### src/rtl/dstat_pkg.sv
package dstat_pkg;

  localparam int SAMPLE_W      = 8;
  localparam int COUNT_W       = 7;
  localparam int SUM_W         = 14;
  localparam int MAX_COUNT_DEF = 64;

  typedef enum logic [1:0] {
    CELL_HOLD,
    CELL_INSERT,
    CELL_ROTATE,
    CELL_SHIFT
  } cell_op_t;

  typedef struct packed {
    logic                valid;
    logic                gt;
    logic [SAMPLE_W-1:0] data;
  } cell_link_t;

endpackage

### src/rtl/dstat_cell.sv
module dstat_cell (
  input  logic                          clk,
  input  logic                          rst,
  input  dstat_pkg::cell_op_t           op,
  input  logic [dstat_pkg::SAMPLE_W-1:0] sample,
  input  logic [dstat_pkg::SAMPLE_W-1:0] head,
  input  dstat_pkg::cell_link_t         left,
  input  dstat_pkg::cell_link_t         right,
  output dstat_pkg::cell_link_t         link
);

  logic                          valid;
  logic [dstat_pkg::SAMPLE_W-1:0] data;
  logic                          gt;

  assign gt   = !valid || (data > sample);
  assign link = '{valid: valid, gt: gt, data: data};

  always_ff @(posedge clk) begin
    if (rst) begin
      valid <= 1'b0;
    end else begin
      unique case (op)
        dstat_pkg::CELL_INSERT: valid <= valid | left.valid;
        dstat_pkg::CELL_SHIFT:  valid <= right.valid;
        default:                valid <= valid;
      endcase
    end
  end

  always_ff @(posedge clk) begin
    unique case (op)
      dstat_pkg::CELL_INSERT: begin
        if (gt) begin
          data <= left.gt ? left.data : sample;
        end
      end
      dstat_pkg::CELL_ROTATE: begin
        if (valid) begin
          data <= right.valid ? right.data : head;
        end
      end
      dstat_pkg::CELL_SHIFT: data <= right.data;
      default:               data <= data;
    endcase
  end

endmodule

### src/rtl/dstat_div.sv
module dstat_div (
  input  logic                          clk,
  input  logic                          rst,
  input  logic                          start,
  input  logic [dstat_pkg::SUM_W-1:0]   dividend,
  input  logic [dstat_pkg::COUNT_W-1:0] divisor,
  output logic                          busy,
  output logic [dstat_pkg::SAMPLE_W-1:0] quotient
);

  localparam int STEP_W = $clog2(dstat_pkg::SUM_W + 1);

  logic [dstat_pkg::COUNT_W-1:0] rem;
  logic [dstat_pkg::SUM_W-1:0]   quo;
  logic [dstat_pkg::COUNT_W-1:0] dvs;
  logic [STEP_W-1:0]             steps;
  logic [dstat_pkg::COUNT_W:0]   trial;
  logic                          fits;

  assign trial    = {rem, quo[dstat_pkg::SUM_W-1]};
  assign fits     = trial >= {1'b0, dvs};
  assign quotient = quo[dstat_pkg::SAMPLE_W-1:0];

  always_ff @(posedge clk) begin
    if (rst) begin
      busy  <= 1'b0;
      steps <= '0;
    end else if (start) begin
      busy  <= 1'b1;
      steps <= STEP_W'(dstat_pkg::SUM_W);
      rem   <= '0;
      quo   <= dividend;
      dvs   <= divisor;
    end else if (busy) begin
      rem   <= fits ? dstat_pkg::COUNT_W'(trial - {1'b0, dvs})
                    : trial[dstat_pkg::COUNT_W-1:0];
      quo   <= {quo[dstat_pkg::SUM_W-2:0], fits};
      steps <= steps - STEP_W'(1);
      busy  <= steps != STEP_W'(1);
    end
  end

endmodule

### src/rtl/dataset_min_max_mean_median_unit.sv
// Data-set statistics unit.
// Input channel (in_valid/in_ready): one sample word per cycle, final_sample
// marks the last word of a set. Each kept sample is inserted into a chain of
// sorting cells in the cycle it is accepted; samples beyond MAX_COUNT are
// dropped and raise overflow. Loading runs at one word per cycle.
// After the final word the chain rotates once through all n kept samples to
// pick up the middle elements while a bit-serial divider forms the mean,
// overlapping the rotation; once the rotation is over and the divider is done,
// mean and median are registered and the first result word appears. Results then leave at
// one word per cycle from the head cell, in ascending order, each carrying
// minimum, maximum, median, mean, count and overflow; is_last marks the end.
// in_ready is low from the final word until the last result is taken.
// When out_ready is low the current result word holds and the chain stalls.
// Reset empties the chain and clears count, sum and overflow; the next set
// starts fresh after the last result of a set is accepted.
module dataset_min_max_mean_median_unit #(
  parameter int MAX_COUNT = dstat_pkg::MAX_COUNT_DEF
) (
  input  logic                           clk,
  input  logic                           rst,
  input  logic                           in_valid,
  output logic                           in_ready,
  input  logic [dstat_pkg::SAMPLE_W-1:0] sample,
  input  logic                           final_sample,
  output logic                           out_valid,
  input  logic                           out_ready,
  output logic [dstat_pkg::SAMPLE_W-1:0] sorted_value,
  output logic [dstat_pkg::SAMPLE_W-1:0] minimum,
  output logic [dstat_pkg::SAMPLE_W-1:0] maximum,
  output logic [dstat_pkg::SAMPLE_W-1:0] median,
  output logic [dstat_pkg::SAMPLE_W-1:0] mean,
  output logic [dstat_pkg::COUNT_W-1:0]  count,
  output logic                           overflow,
  output logic                           is_last
);

  typedef enum logic [1:0] {ST_LOAD, ST_ROT, ST_DIV, ST_EMIT} state_t;

  state_t                         state;
  logic [dstat_pkg::COUNT_W-1:0]  kept;
  logic [dstat_pkg::SUM_W-1:0]    running_sum;
  logic [dstat_pkg::COUNT_W-1:0]  idx;
  logic [dstat_pkg::SAMPLE_W-1:0] med_lo;
  logic [dstat_pkg::SAMPLE_W-1:0] med_hi;
  logic [dstat_pkg::SAMPLE_W:0]   med_sum;
  logic                           in_acc;
  logic                           out_acc;
  logic                           full;
  logic                           last_idx;
  logic                           div_start;
  logic                           div_busy;
  logic [dstat_pkg::SAMPLE_W-1:0] div_q;
  dstat_pkg::cell_op_t            op;
  dstat_pkg::cell_link_t          link [MAX_COUNT];

  assign in_ready     = state == ST_LOAD;
  assign out_valid    = state == ST_EMIT;
  assign in_acc       = in_valid && in_ready;
  assign out_acc      = out_valid && out_ready;
  assign full         = kept == dstat_pkg::COUNT_W'(MAX_COUNT);
  assign last_idx     = idx == kept - dstat_pkg::COUNT_W'(1);
  assign div_start    = state == ST_ROT && idx == '0;
  assign med_sum      = {1'b0, med_lo} + {1'b0, med_hi};
  assign sorted_value = link[0].data;
  assign count        = kept;
  assign is_last      = last_idx;

  always_comb begin
    unique case (state)
      ST_LOAD: op = (in_acc && !full) ? dstat_pkg::CELL_INSERT : dstat_pkg::CELL_HOLD;
      ST_ROT:  op = dstat_pkg::CELL_ROTATE;
      ST_EMIT: op = out_acc ? dstat_pkg::CELL_SHIFT : dstat_pkg::CELL_HOLD;
      default: op = dstat_pkg::CELL_HOLD;
    endcase
  end

  for (genvar i = 0; i < MAX_COUNT; i++) begin : g_cell
    dstat_pkg::cell_link_t left_in;
    dstat_pkg::cell_link_t right_in;
    if (i == 0) begin : g_first
      assign left_in = '{valid: 1'b1, gt: 1'b0, data: '0};
    end else begin : g_mid_l
      assign left_in = link[i-1];
    end
    if (i == MAX_COUNT - 1) begin : g_end
      assign right_in = '0;
    end else begin : g_mid_r
      assign right_in = link[i+1];
    end
    dstat_cell u_cell (
      .clk    (clk),
      .rst    (rst),
      .op     (op),
      .sample (sample),
      .head   (link[0].data),
      .left   (left_in),
      .right  (right_in),
      .link   (link[i])
    );
  end

  dstat_div u_div (
    .clk      (clk),
    .rst      (rst),
    .start    (div_start),
    .dividend (running_sum),
    .divisor  (kept),
    .busy     (div_busy),
    .quotient (div_q)
  );

  always_ff @(posedge clk) begin
    if (rst) begin
      state       <= ST_LOAD;
      kept        <= '0;
      running_sum <= '0;
      overflow    <= 1'b0;
      idx         <= '0;
    end else begin
      unique case (state)
        ST_LOAD: begin
          if (in_acc) begin
            if (full) begin
              overflow <= 1'b1;
            end else begin
              kept        <= kept + dstat_pkg::COUNT_W'(1);
              running_sum <= running_sum + dstat_pkg::SUM_W'(sample);
              if (kept == '0 || sample < minimum) begin
                minimum <= sample;
              end
              if (kept == '0 || sample >= maximum) begin
                maximum <= sample;
              end
            end
            if (final_sample) begin
              state <= ST_ROT;
              idx   <= '0;
            end
          end
        end
        ST_ROT: begin
          if (idx == (kept - dstat_pkg::COUNT_W'(1)) >> 1) begin
            med_lo <= link[0].data;
          end
          if (idx == kept >> 1) begin
            med_hi <= link[0].data;
          end
          if (last_idx) begin
            idx   <= '0;
            state <= ST_DIV;
          end else begin
            idx <= idx + dstat_pkg::COUNT_W'(1);
          end
        end
        ST_DIV: begin
          if (!div_busy) begin
            mean   <= div_q;
            median <= med_sum[dstat_pkg::SAMPLE_W:1];
            state  <= ST_EMIT;
          end
        end
        ST_EMIT: begin
          if (out_acc) begin
            if (last_idx) begin
              idx         <= '0;
              kept        <= '0;
              running_sum <= '0;
              overflow    <= 1'b0;
              state       <= ST_LOAD;
            end else begin
              idx <= idx + dstat_pkg::COUNT_W'(1);
            end
          end
        end
        default: state <= ST_LOAD;
      endcase
    end
  end

endmodule

### config.mk
export PLATFORM = sky130hd
export DESIGN_NAME = dataset_min_max_mean_median_unit
export DESIGN_NICKNAME = d
export VERILOG_FILES = /design/src/rtl/dstat_pkg.sv /design/src/rtl/dstat_cell.sv /design/src/rtl/dstat_div.sv /design/src/rtl/dataset_min_max_mean_median_unit.sv
export SDC_FILE = /design/constraint.sdc
export NUM_CORES = 2
export LEC_CHECK = 0
export ABC_AREA = 1
export BUFFER_PORTS_ARGS = -buffer_cell sky130_fd_sc_hd__buf_2
export CORE_UTILIZATION = 60
export CTS_CLUSTER_SIZE = 20
export DETAILED_ROUTE_END_ITERATION = 16
export PLACE_DENSITY = 0.76
export RECOVER_POWER = 25
export REMOVE_ABC_BUFFERS = 1
export SLEW_MARGIN = 20
export SYNTH_ARGS = -nofsm -noshare
export SYNTH_HDL_FRONTEND = slang
export SYNTH_HIERARCHICAL = 1
export SYNTH_SLANG_ARGS = --single-unit
### constraint.sdc
create_clock -name clk -period 39.7 [get_ports clk]
set_input_delay 7.94 -clock clk [delete_from_list [all_inputs] [get_ports clk]]
set_output_delay 7.94 -clock clk [all_outputs]
set_load 0.01 [all_outputs]
==> flow_summary_export.csv <==
group,metric,value,unit
power,vdd_ir_drop_max,0.0550,mV
route,drt_wl_total,170000,um
synth,syn_area,58700,um^2
timing,period_minus_slack,16.34,ns
critical_path,path_cells,"clkbuf_1, clkbuf_1, clkbuf_1, inv_1, ha_1, inv_1, a21oi_1, o21ai_0, nand2_1, nand4_1, nand2_1, inv_1",
floorplan,core.rowCount,114,
timing,worst_slew_pin_slew,4.81,ns
global_route,grt_overflow,0,
route,routedWlPerCell,18.7,um
timing,slew_viol_final,1121,
route,detail-route-antenna-nets,0,
route,drc_errors,20,
clocking,path_clk_slew,0.06,ns
placement,place_hpwl,112000,um
floorplan,coreArea,96900,um^2
run_status,violations,"design-rule violations, max-capacitance violations, max-slew violations",
floorplan,die_h,315,um
timing,rsz0062_at_grt,"false",
floorplan,initial_core_util,60.6,%
placement,gp_congestion,0.919,
clocking,cts_tree,"yes",
clocking,cts.sinks,688,
final_layout,utilization,62.7,%
final_layout,areaGrowthSynthToFinish,3.45,%
timing,relSlewSlack,-221,%
worst_hold_path,hold_class,"flip-flop to flip-flop",
timing,fmax,61.2,MHz
critical_path,slowest_stage,"clkbuf_1",
route,drt-initial-drc-count,6419,
clocking,cts-root-buf,"clkbuf_16",
critical_path,worstReg2RegStart,"count[0]$_SDFFE_PP0P_",
final_layout,fillers,8627,
final_layout,drive_above_1_share,7.53,%
timing,fin_crit_sh,41.2,%
critical_path,slowest_delay,2.82,ns
clocking,post-cts-setup-buffer-count,0,
synth,syn_inst,7849,
floorplan,ios,64,
floorplan,dieArea,99100,um^2
clocking,clk_latency,0.67,ns
clocking,cts-htree-levels,3,
global_route,antenna_found_initial,0,
critical_path,cp-start-kind,"primary input",
critical_path,worstPathMaxFanout,57,
critical_path,end_kind,"flip-flop",
global_route,grt_pass1_wl,270000,um
job,cap_violations,30,
clocking,cts_resized,0,
final_layout,fin_nets,8298,
route,vias,55100,
route,via_per_inst,6.07,
timing,setup_viol,0,
global_route,grt.total_usage,33.5,%
run_status,status,"complete, but fails checks",
critical_path,rrSetupSlack,29.42,ns
clocking,ctsHoldBuffers,0,
global_route,grt_pass1_vias,51400,
timing,setup_tns,0,ns
clocking,numCtsBuffers,82,
critical_path,timing_worst_setup_path_type,"primary input to flip-flop",
global_route,grt_max_degree,217,
synth,ys_warn_count,6,
power,power_leakage,27.6,nW
floorplan,die_w,315,um
clocking,clock_path_buffers,3,
timing,finalClockSkew,0.0303,ns
power,powerDensity,86.4,nW/um^2
route,first_pass_iters,12,
final_layout,num_antenna_cells,0,
worst_hold_path,hold_start,"u_div/quo[2]$_DFFE_PP_",
placement,port_buffers,63,
critical_path,cp.required,40.03,ns
critical_path,arrival,16.67,ns
critical_path,worstSetupStartpoint,"sample[0]",
timing,finalHoldViolations,0,
synth,synth_area_per_cell,7.48,um^2
path summary, 6_finish.rpt:
kind                                               to  cells past startpoint
setup / recovery                 maximum[3]$_DFFE_PP_                     12
hold / removal                      mean[2]$_DFFE_PP_                      0
setup reg to reg  g_cell[58].u_cell/data[0]$_DFFE_PP_                     14
hold reg to reg                     mean[2]$_DFFE_PP_                      0
flip-flops by register name, indices dropped and copies added, names as in the netlist, 2 cells and up:
name	cells
maximum	8
state	2
minimum	8
u_div/rem	7
med_hi	8
median	8
count	7
u_div/quo	14
u_div/steps	4
running_sum	14
g_cell.u_cell/data	512
med_lo	8
g_cell.u_cell/valid	64
idx	7
mean	8
u_div/dvs	7
per-layer routing:
metal / global-route usage [%] / wire, um / up-vias
met3: 4.22 / 16900 / 475
met1: 45.4 / 69700 / 25300
met2: 54.2 / 76700 / 2745
met4: 13.7 / 6500 / 0
li1: - / - / 26600
met5: 0 / 0 / -
metrics by stage:
| stage | instances | setup slack (ns) | cell area, um^2 | hold slack (ns) | power, mW |
|---|---|---|---|---|---|
| after floorplan | 7524 | -19.26 | 56200 | 0.427 | 5.26 |
| after global placement | 8914 | 26.63 | 58500 | 0.433 | 4.32 |
| after detailed placement | 8914 | 26.58 | 58500 | 0.434 | 4.43 |
| after CTS | 9067 | 27.23 | 61100 | 0.455 | 5.19 |
| after global routing | 9067 | 23.23 | 60700 | 0.468 | 5.66 |
| final | 9067 | 23.36 | 60700 | 0.453 | 5.25 |
worst max-delay path, delay by kind of cell:
| kind | cells | cell delay [ns] |
|---|---|---|
| adders and majority gates | 1 | 0.38 |
| AOI/OAI and AO/OA | 2 | 0.19 |
| buffers and inverters | 6 | 7.87 |
| and+or+nand+nor | 3 | 0.21 |
cell type report:
type                            instances  area [um^2]  area share (%)
Multi-Input combinational cell       5628        31900            52.4
Sequential cell                       688        19700            32.4
Inverter                             1208         4540            7.47
Clock buffer                          113         2240            3.69
Tap cell                             1276         1600            2.63
Timing Repair Buffer                  114          544           0.896
Clock inverter                         40          322           0.529
power by group:
group	internal [mW]	total [mW]	switching, mW	leakage, nW
clock	0.421	0.740	0.319	1.24
sequential	1.37	1.80	0.423	6.37
combinational	0.889	2.71	1.82	20.0
placed cells by master, fill, tap and decap left out, drive strengths merged, types with 3 or more instances in the layout:
master    count
o21bai        3
o21ai       592
o21a          4
edfxtp      588
clkbuf      200
nand2      1744
clkinv       34
fa            3
ha          560
a21oi       698
nand4       336
bufinv        4
a21boi        3
xnor2         7
a211oi       64
xor2         12
buf          27
nand3       886
clkinvlp      3
o22ai         3
a21o         66
dfxtp       100
nor2        470
or2           4
nor3          6
conb         25
o211ai       70
a31oi         4
inv        1207
o221ai       60
Note: power is estimated with default switching activity, not from simulation.
